## config.mk

```make
export PLATFORM = sky130hd
export DESIGN_NAME = multi_alarm_timer_queue
export DESIGN_NICKNAME = d
export VERILOG_FILES = /design/src/design/matq_pkg.sv /design/src/design/matq_cell.sv /design/src/design/multi_alarm_timer_queue.sv
export SDC_FILE = /design/constraint.sdc
export NUM_CORES = 2
export LEC_CHECK = 0
export ABC_AREA = 0
export BUFFER_PORTS_ARGS = -buffer_cell sky130_fd_sc_hd__clkbuf_2
export CORE_MARGIN = 1.5
export CORE_UTILIZATION = 25
export DETAILED_ROUTE_END_ITERATION = 10
export SLEW_MARGIN = 30
export SYNTH_ARGS = -nofsm -noshare
export SYNTH_HDL_FRONTEND = slang
export SYNTH_HIERARCHICAL = 1
export SYNTH_SLANG_ARGS = --single-unit
```

## constraint.sdc

```tcl
create_clock -name i_clk -period 5.1 [get_ports i_clk]
set_clock_uncertainty 0.05 [all_clocks]
set_input_delay 0.255 -clock i_clk [delete_from_list [all_inputs] [get_ports i_clk]]
set_output_delay 0.255 -clock i_clk [all_outputs]
set_load 0.02 [all_outputs]
```

## src/design/matq_pkg.sv

```systemverilog
`timescale 1ns / 1ps
// ----------------------------------------------------------------------------
// matq_pkg
// Shared types, codes and defaults of the multi-alarm timer queue.
// ----------------------------------------------------------------------------
`default_nettype none

package matq_pkg;

    localparam int QUEUE_DEPTH_DEF = 16;
    localparam int ID_WIDTH_DEF    = 8;
    localparam int TIME_W          = 32;
    localparam int EVT_W           = 3;
    localparam int CFG_IDX_W       = 2;

    // Result codes
    localparam logic [EVT_W-1:0] EVT_PERIOD   = 3'd0;
    localparam logic [EVT_W-1:0] EVT_EXPIRED  = 3'd1;
    localparam logic [EVT_W-1:0] EVT_ACCEPTED = 3'd2;
    localparam logic [EVT_W-1:0] EVT_FULL     = 3'd3;
    localparam logic [EVT_W-1:0] EVT_DONE     = 3'd4;

    // Configuration register indexes
    localparam logic [CFG_IDX_W-1:0] CFG_RESOLUTION = 2'd0;
    localparam logic [CFG_IDX_W-1:0] CFG_PERIOD     = 2'd1;
    localparam logic [CFG_IDX_W-1:0] CFG_PERIOD_EN  = 2'd2;

    // Input kinds
    localparam logic KIND_TICK  = 1'b0;
    localparam logic KIND_START = 1'b1;

    typedef enum logic [1:0] {
        ST_IDLE,
        ST_PERIOD,
        ST_POP,
        ST_INSERT
    } t_state;

    // Command broadcast to every cell of the chain
    typedef struct packed {
        logic              ins;
        logic              pop;
        logic [TIME_W-1:0] key;
    } t_cell_ctl;

endpackage

`default_nettype wire

```

## src/design/matq_cell.sv

```systemverilog
`timescale 1ns / 1ps
// ----------------------------------------------------------------------------
// matq_cell
// One slot of the sorted alarm chain: holds a deadline and an id, and
// takes a new entry, its left neighbor's or its right neighbor's content.
// ----------------------------------------------------------------------------
`default_nettype none

module matq_cell #(
    parameter int INDEX    = 0,
    parameter int DEPTH    = matq_pkg::QUEUE_DEPTH_DEF,
    parameter int ID_WIDTH = matq_pkg::ID_WIDTH_DEF
) (
    input  wire                          i_clk,
    input  wire matq_pkg::t_cell_ctl     i_ctl,
    input  wire [ID_WIDTH-1:0]           i_new_id,
    input  wire [$clog2(DEPTH+1)-1:0]    i_count,
    input  wire                          i_left_le,
    input  wire [matq_pkg::TIME_W-1:0]   i_left_dl,
    input  wire [ID_WIDTH-1:0]           i_left_id,
    input  wire [matq_pkg::TIME_W-1:0]   i_right_dl,
    input  wire [ID_WIDTH-1:0]           i_right_id,
    output logic                         o_le,
    output logic [matq_pkg::TIME_W-1:0]  o_dl,
    output logic [ID_WIDTH-1:0]          o_id
);

    localparam int CW = $clog2(DEPTH + 1);

    logic [matq_pkg::TIME_W-1:0] r_dl;
    logic [ID_WIDTH-1:0]         r_id;
    logic                        w_occ;

    // Occupied and not later than the new key: the new entry goes behind it
    assign w_occ = CW'(INDEX) < i_count;
    assign o_le  = w_occ && (r_dl <= i_ctl.key);
    assign o_dl  = r_dl;
    assign o_id  = r_id;

    always_ff @(posedge i_clk) begin
        if (i_ctl.ins) begin
            if (!o_le) begin
                if (i_left_le || INDEX == 0) begin
                    r_dl <= i_ctl.key;
                    r_id <= i_new_id;
                end else begin
                    r_dl <= i_left_dl;
                    r_id <= i_left_id;
                end
            end
        end else if (i_ctl.pop) begin
            r_dl <= i_right_dl;
            r_id <= i_right_id;
        end
    end

endmodule

`default_nettype wire

```

## src/design/multi_alarm_timer_queue.sv

```systemverilog
`timescale 1ns / 1ps
// ----------------------------------------------------------------------------
// multi_alarm_timer_queue
// Tick-driven alarm multiplexer: a sorted chain of alarm cells plus one
// periodic event, all running on a 32-bit wrapping time base.
// ----------------------------------------------------------------------------
//
//  Channel  | Direction | Handshake                | Payload
//  ---------+-----------+--------------------------+------------------------------
//  in       | input     | i_in_valid / o_in_stall  | i_kind, i_delay, i_alarm_id
//  out      | output    | o_out_valid / i_out_stall| o_event_res, o_expired_id,
//           |           |                          | o_deadline, o_last
//  cfg      | input     | i_cfg_we                 | i_cfg_index, i_cfg_data
//
//  A start beat is accepted (deadline add), then the insert state does the compare
//  and shift across the whole cell chain at once. A tick beat is accepted, then
//  the period state emits the periodic event when due, the pop state emits one
//  result per expired alarm and then the done marker; one result leaves per
//  cycle while the output is not stalled, set by the single output register.
//  Reset is synchronous and clears time, period state and the fill count;
//  cell contents are not cleared. A stalled output holds the sequencer.
//  One item is in flight at a time; o_in_stall is high until its last beat
//  is loaded into the output register.
// ----------------------------------------------------------------------------
`default_nettype none

module multi_alarm_timer_queue #(
    parameter int QUEUE_DEPTH = matq_pkg::QUEUE_DEPTH_DEF,
    parameter int ID_WIDTH    = matq_pkg::ID_WIDTH_DEF
) (
    input  wire                              i_clk,
    input  wire                              i_rst_n,
    // input channel
    input  wire                              i_in_valid,
    output logic                             o_in_stall,
    input  wire                              i_kind,
    input  wire [matq_pkg::TIME_W-1:0]       i_delay,
    input  wire [ID_WIDTH-1:0]               i_alarm_id,
    // output channel
    output logic                             o_out_valid,
    input  wire                              i_out_stall,
    output logic [matq_pkg::EVT_W-1:0]       o_event_res,
    output logic [ID_WIDTH-1:0]              o_expired_id,
    output logic [matq_pkg::TIME_W-1:0]      o_deadline,
    output logic                             o_last,
    // configuration
    input  wire                              i_cfg_we,
    input  wire [matq_pkg::CFG_IDX_W-1:0]    i_cfg_index,
    input  wire [matq_pkg::TIME_W-1:0]       i_cfg_data
);

    localparam int TW = matq_pkg::TIME_W;
    localparam int CW = $clog2(QUEUE_DEPTH + 1);

    // Configuration registers
    logic [TW-1:0] r_resolution;
    logic [TW-1:0] r_period;
    logic          r_period_en;

    // Time base
    logic [TW-1:0] r_time;
    logic [TW-1:0] r_next_period;

    // Sequencer
    matq_pkg::t_state r_state, n_state;
    logic [CW-1:0]    r_count;
    logic [TW-1:0]    r_new_dl;
    logic [ID_WIDTH-1:0] r_new_id;

    // Output register
    logic                       r_out_valid;
    logic [matq_pkg::EVT_W-1:0] r_out_res;
    logic [ID_WIDTH-1:0]        r_out_id;
    logic [TW-1:0]              r_out_dl;
    logic                       r_out_last;

    // Cell chain taps
    logic [QUEUE_DEPTH-1:0] w_le;
    logic [TW-1:0]          w_dl [QUEUE_DEPTH];
    logic [ID_WIDTH-1:0]    w_id [QUEUE_DEPTH];

    matq_pkg::t_cell_ctl w_ctl;

    logic                       w_in_accept;
    logic                       w_out_free;
    logic                       w_period_due;
    logic                       w_head_due;
    logic                       w_full;
    logic                       w_emit;
    logic [matq_pkg::EVT_W-1:0] w_res;
    logic [ID_WIDTH-1:0]        w_eid;
    logic [TW-1:0]              w_edl;
    logic                       w_elast;

    assign w_in_accept  = i_in_valid && !o_in_stall;
    assign w_out_free   = !r_out_valid || !i_out_stall;
    assign w_period_due = (r_period != '0) && r_period_en && (r_time >= r_next_period);
    assign w_head_due   = (r_count != '0) && (w_dl[0] <= r_time);
    assign w_full       = r_count == CW'(QUEUE_DEPTH);

    // ------------------------------------------------------------------
    // Cell chain: cell 0 is the head (earliest deadline)
    // ------------------------------------------------------------------
    genvar g;
    generate
        for (g = 0; g < QUEUE_DEPTH; g++) begin : g_cell
            logic                l_left_le;
            logic [TW-1:0]       l_left_dl;
            logic [ID_WIDTH-1:0] l_left_id;
            logic [TW-1:0]       l_right_dl;
            logic [ID_WIDTH-1:0] l_right_id;

            if (g == 0) begin : g_head
                assign l_left_le = 1'b0;
                assign l_left_dl = r_new_dl;
                assign l_left_id = r_new_id;
            end else begin : g_body
                assign l_left_le = w_le[g-1];
                assign l_left_dl = w_dl[g-1];
                assign l_left_id = w_id[g-1];
            end

            if (g == QUEUE_DEPTH - 1) begin : g_tail
                assign l_right_dl = w_dl[g];
                assign l_right_id = w_id[g];
            end else begin : g_inner
                assign l_right_dl = w_dl[g+1];
                assign l_right_id = w_id[g+1];
            end

            matq_cell #(
                .INDEX    (g),
                .DEPTH    (QUEUE_DEPTH),
                .ID_WIDTH (ID_WIDTH)
            ) u_cell (
                .i_clk      (i_clk),
                .i_ctl      (w_ctl),
                .i_new_id   (r_new_id),
                .i_count    (r_count),
                .i_left_le  (l_left_le),
                .i_left_dl  (l_left_dl),
                .i_left_id  (l_left_id),
                .i_right_dl (l_right_dl),
                .i_right_id (l_right_id),
                .o_le       (w_le[g]),
                .o_dl       (w_dl[g]),
                .o_id       (w_id[g])
            );
        end
    endgenerate

    // ------------------------------------------------------------------
    // Sequencer: next state and result selection
    // ------------------------------------------------------------------
    always_comb begin
        n_state    = r_state;
        o_in_stall = r_state != matq_pkg::ST_IDLE;
        w_ctl.ins  = 1'b0;
        w_ctl.pop  = 1'b0;
        w_ctl.key  = r_new_dl;
        w_emit     = 1'b0;
        w_res      = matq_pkg::EVT_DONE;
        w_eid      = '0;
        w_edl      = r_time;
        w_elast    = 1'b0;

        case (r_state)
            matq_pkg::ST_IDLE: begin
                if (i_in_valid) begin
                    n_state = (i_kind == matq_pkg::KIND_START) ?
                              matq_pkg::ST_INSERT : matq_pkg::ST_PERIOD;
                end
            end
            matq_pkg::ST_PERIOD: begin
                // fire the periodic event first when due
                if (w_period_due) begin
                    if (w_out_free) begin
                        w_emit  = 1'b1;
                        w_res   = matq_pkg::EVT_PERIOD;
                        n_state = matq_pkg::ST_POP;
                    end
                end else begin
                    n_state = matq_pkg::ST_POP;
                end
            end
            matq_pkg::ST_POP: begin
                // drain expired alarms from the head, then close the tick
                if (w_out_free) begin
                    w_emit = 1'b1;
                    if (w_head_due) begin
                        w_res     = matq_pkg::EVT_EXPIRED;
                        w_eid     = w_id[0];
                        w_edl     = w_dl[0];
                        w_ctl.pop = 1'b1;
                    end else begin
                        w_res   = matq_pkg::EVT_DONE;
                        w_elast = 1'b1;
                        n_state = matq_pkg::ST_IDLE;
                    end
                end
            end
            matq_pkg::ST_INSERT: begin
                if (w_out_free) begin
                    w_emit    = 1'b1;
                    w_eid     = r_new_id;
                    w_edl     = r_new_dl;
                    w_elast   = 1'b1;
                    w_res     = w_full ? matq_pkg::EVT_FULL : matq_pkg::EVT_ACCEPTED;
                    w_ctl.ins = !w_full;
                    n_state   = matq_pkg::ST_IDLE;
                end
            end
            default: begin
                n_state = matq_pkg::ST_IDLE;
            end
        endcase
    end

    always_ff @(posedge i_clk) begin
        if (!i_rst_n) begin
            r_state <= matq_pkg::ST_IDLE;
        end else begin
            r_state <= n_state;
        end
    end

    // ------------------------------------------------------------------
    // Time base, fill count and configuration
    // ------------------------------------------------------------------
    always_ff @(posedge i_clk) begin
        if (!i_rst_n) begin
            r_resolution  <= TW'(1);
            r_period      <= '0;
            r_period_en   <= 1'b0;
            r_time        <= '0;
            r_next_period <= '1;
            r_count       <= '0;
        end else begin
            if (i_cfg_we) begin
                case (i_cfg_index)
                    matq_pkg::CFG_RESOLUTION: r_resolution <= i_cfg_data;
                    matq_pkg::CFG_PERIOD: begin
                        r_period      <= i_cfg_data;
                        r_next_period <= r_time + i_cfg_data;
                    end
                    matq_pkg::CFG_PERIOD_EN:  r_period_en <= i_cfg_data[0];
                    default: ;
                endcase
            end
            // advance time on a tick beat
            if (w_in_accept && i_kind == matq_pkg::KIND_TICK) begin
                r_time <= r_time + r_resolution;
            end
            if (r_state == matq_pkg::ST_PERIOD && w_emit) begin
                r_next_period <= r_next_period + r_period;
            end
            if (w_ctl.ins) begin
                r_count <= r_count + CW'(1);
            end else if (w_ctl.pop) begin
                r_count <= r_count - CW'(1);
            end
        end
    end

    // Hold the start request: deadline and id
    always_ff @(posedge i_clk) begin
        if (w_in_accept && i_kind == matq_pkg::KIND_START) begin
            r_new_dl <= r_time + i_delay;
            r_new_id <= i_alarm_id;
        end
    end

    // ------------------------------------------------------------------
    // Output register
    // ------------------------------------------------------------------
    always_ff @(posedge i_clk) begin
        if (!i_rst_n) begin
            r_out_valid <= 1'b0;
        end else if (w_emit) begin
            r_out_valid <= 1'b1;
        end else if (!i_out_stall) begin
            r_out_valid <= 1'b0;
        end
    end

    always_ff @(posedge i_clk) begin
        if (w_emit) begin
            r_out_res  <= w_res;
            r_out_id   <= w_eid;
            r_out_dl   <= w_edl;
            r_out_last <= w_elast;
        end
    end

    assign o_out_valid  = r_out_valid;
    assign o_event_res  = r_out_res;
    assign o_expired_id = r_out_id;
    assign o_deadline   = r_out_dl;
    assign o_last       = r_out_last;

    // ------------------------------------------------------------------
    // Assertions
    // ------------------------------------------------------------------
    a_count_bound : assert property (@(posedge i_clk) disable iff (!i_rst_n)
        r_count <= CW'(QUEUE_DEPTH))
        else $error("fill count beyond queue depth");

    a_head_sorted : assert property (@(posedge i_clk) disable iff (!i_rst_n)
        (r_count >= CW'(2)) |-> (w_dl[0] <= w_dl[1]))
        else $error("chain head out of deadline order");

    a_busy_after_accept : assert property (@(posedge i_clk) disable iff (!i_rst_n)
        w_in_accept |=> (r_state != matq_pkg::ST_IDLE))
        else $error("sequencer idle right after an accepted beat");

    a_no_ins_pop : assert property (@(posedge i_clk) disable iff (!i_rst_n)
        !(w_ctl.ins && w_ctl.pop))
        else $error("insert and pop in the same cycle");

endmodule

`default_nettype wire
```

==> run_results.csv <==
group,metric,value,unit
status,status,"finished, final reports clean",
routing,dr_total_vias,50850,
floorplan,io_pins,126,
floorplan,die_y,501.2,µm
final_layout,finalNetCount,7436,
clocking,clk_latency,0.74,ns
placement,pre_cts_slack,0.9232,ns
logic_synthesis,syn_nets,7281,
worst_setup_path,worstPathRequired,5.50,ns
floorplan,dieArea,251200,µm²
sta,setup_slack,0.9108,ns
pwr,vdd_drop_max,0.2616,mV
routing,ant_nets,0,
final_layout,fillers,25820,
floorplan,core_area,246400,µm²
sta,fin_crit_sh,82.14,%
pwr,p_sw,5.177,mW
pwr,pwr-share-clk,41.1,%
pwr,switching_share,27.73,%
worst_setup_path,crit_slowest_cell,"edfxtp_1",
pwr,power_frac_seq,43.9,%
clocking,clk_path_buf_depth,3,
worst_setup_path,critPathCaptureType,"flop",
sta,hold_violations,0,
final_layout,syn2layout_area_growth,15.27,%
pwr,p_per_area,261.0,nW/µm²
sta,period_minus_slack,4.189,ns
floorplan,initial_utilization,25.18,%
clocking,cts_tree,"done",
clocking,root_buffer,"clkbuf_16",
sta,fmaxAchievable,238.7,MHz
pwr,p_leak,28.50,nW
worst_setup_path,cp_top_family,"compound AO/OA/AOI/OAI gates",
sta,fin_setup_tns,0,ns
global_routing,grt_pass1_vias,49730,
clocking,numCtsBuffers,103,
global_routing,grt_max_degree,126,
clocking,cts-htree-levels,3,
routing,routed_wl,204500,µm
pwr,power_frac_comb,15.0,%
sta,drv_slew,0,
floorplan,rows,182,
global_routing,grt-ovfl-total,0,
final_layout,final_layout_size_suffix_gt1_share,9.187,%
worst_setup_path,slowest_delay,0.90,ns
logic_synthesis,ys_warn_count,6,
logic_synthesis,syn-cell-area,62050,µm²
logic_synthesis,syn_avg_cell_area,9.556,µm²
global_routing,track_usage,15.75,%
sta,setup_viol_count_final,0,
routing,routed_via_density,5.065,
job,maxCapViolations,0,
worst_setup_path,path_max_fanout,24,
routing,drt-pass1-iter-count,8,
worst_setup_path,crit_buf_inv,2,
final_layout,mostFrequentLayoutCells,"a21oi_1, edfxtp_1, nor2_1, ha_1, inv_1",
sta,maxSlewHeadroom,34.16,%
min_path,hp-class,"primary input to flop",
sta,whs,0.05153,ns
sta,tightestPinTransition,0.9875,ns
clocking,clock_sinks,861,
worst_setup_path,arrival,4.58,ns
clocking,clk_pin_slew,0.06,ns
routing,drt_iter0_markers,4726,
worst_setup_path,critPathKind,"flop to flop",
global_routing,antenna_found_initial,3,
routing,wire_per_inst,20.37,µm
floorplan,die_w,501.2,µm
placement,gp_congestion,0.9266,
worst_setup_path,path_cells,"inv_1, ha_1, nand2_1, nor4_2, a21boi_2, o41ai_1, a41o_2, buf_4, mux2i_1, a21oi_1",
clocking,postCtsSetupBuffers,0,
placement,dp_hpwl,154000,µm
sta,rsz0062_at_grt,"false",
logic_synthesis,synthCells,6493,
routing,drc_errors,0,
global_routing,grt_pass1_wl,306700,µm
pwr,intPower,13.49,mW
worst_setup_path,start_kind,"flop",
placement,io_buffer_count,125,
final_layout,final_common_cell,"a21oi_1",
-- final timing paths --
kind	slack [ns]	startpoint	to	depth (start not counted)
worst max-delay path	0.91	g_cell[0].l_left_dl[4]	g_cell[14].u_cell/o_id[3]	10
worst min-delay path	0.05	i_rst_n	r_next_period[28]	2
worst max register to register	0.91	g_cell[0].l_left_dl[4]	g_cell[14].u_cell/o_id[3]	10
worst min register to register	0.42	r_resolution[11]	r_resolution[11]	2
-- power groups by stage --
stage               clock [mW]  combinational, mW  sequential, mW
finish                    7.67               2.80            8.20
global placement             0               2.62            8.34
CTS                       7.80               2.77            8.20
floorplan                    0               1.78            8.29
detailed placement           0               2.72            8.34
global route              8.07               3.07            8.21
-- area by class of cell --
class	count	area, µm²	area share [%]
Timing Repair Buffer	339	2835	3.964
Multi-Input combinational cell	4730	34330	47.99
Clock buffer	122	2743	3.835
Clock inverter	62	679.4	0.9499
Sequential cell	861	24480	34.23
Tap cell	3312	4144	5.794
Inverter	613	2308	3.228
Antenna cell	1	2.502	0.003499
-- per-stage QoR --
| stage | power [mW] | util, % | std cells | cell area, µm² |
|---|---|---|---|---|
| finish | 18.67 | 29.03 | 10040 | 71520 |
| global placement | 10.96 | 27.40 | 9799 | 67510 |
| CTS | 18.76 | 29.02 | 10040 | 71500 |
| global route | 19.35 | 29.03 | 10040 | 71520 |
| floorplan | 10.07 | - | 6493 | 62100 |
| detailed placement | 11.06 | 27.41 | 9800 | 67540 |
-- per-layer routing --
metal  GRT usage, %  part of all wire, %  up-vias  routed length [µm]
li1               -                    -    23980                   -
met1          20.87                   44    24750               90440
met2          25.05                   45     1749               91200
met3          2.266                  6.3      377               12820
met4          7.581                  4.9        4               10040
met5              0                0.011        -                  23
-- sequential cells by signal (all words and copies together), names as in the netlist --
signal              count
g_cell.u_cell/o_id    128
o_deadline             32
o_expired_id            8
r_count                 5
o_event_res             3
r_period_en             1
g_cell.l_left_dl       32
r_time                 32
r_resolution           32
g_cell.u_cell/o_dl    512
o_last                  1
o_out_valid             1
r_period               32
r_state                 2
g_cell.l_left_id        8
r_next_period          32
-- worst reg2reg max path, cell delays in order, from the launching register on --
cell      delay, ns
edfxtp_1       0.90
inv_1          0.14
ha_1           0.33
nand2_1        0.08
nor4_2         0.05
a21boi_2       0.15
o41ai_1        0.72
a41o_2         0.63
buf_4          0.47
mux2i_1        0.29
a21oi_1        0.10
-- repair_timing --
item	CTS	global route
hold buffers	54	0
resized for setup	0	0
hold endpoints to repair	88	0
endpoints found under the setup margin	0	0
(Power assumes the default switching activity.)
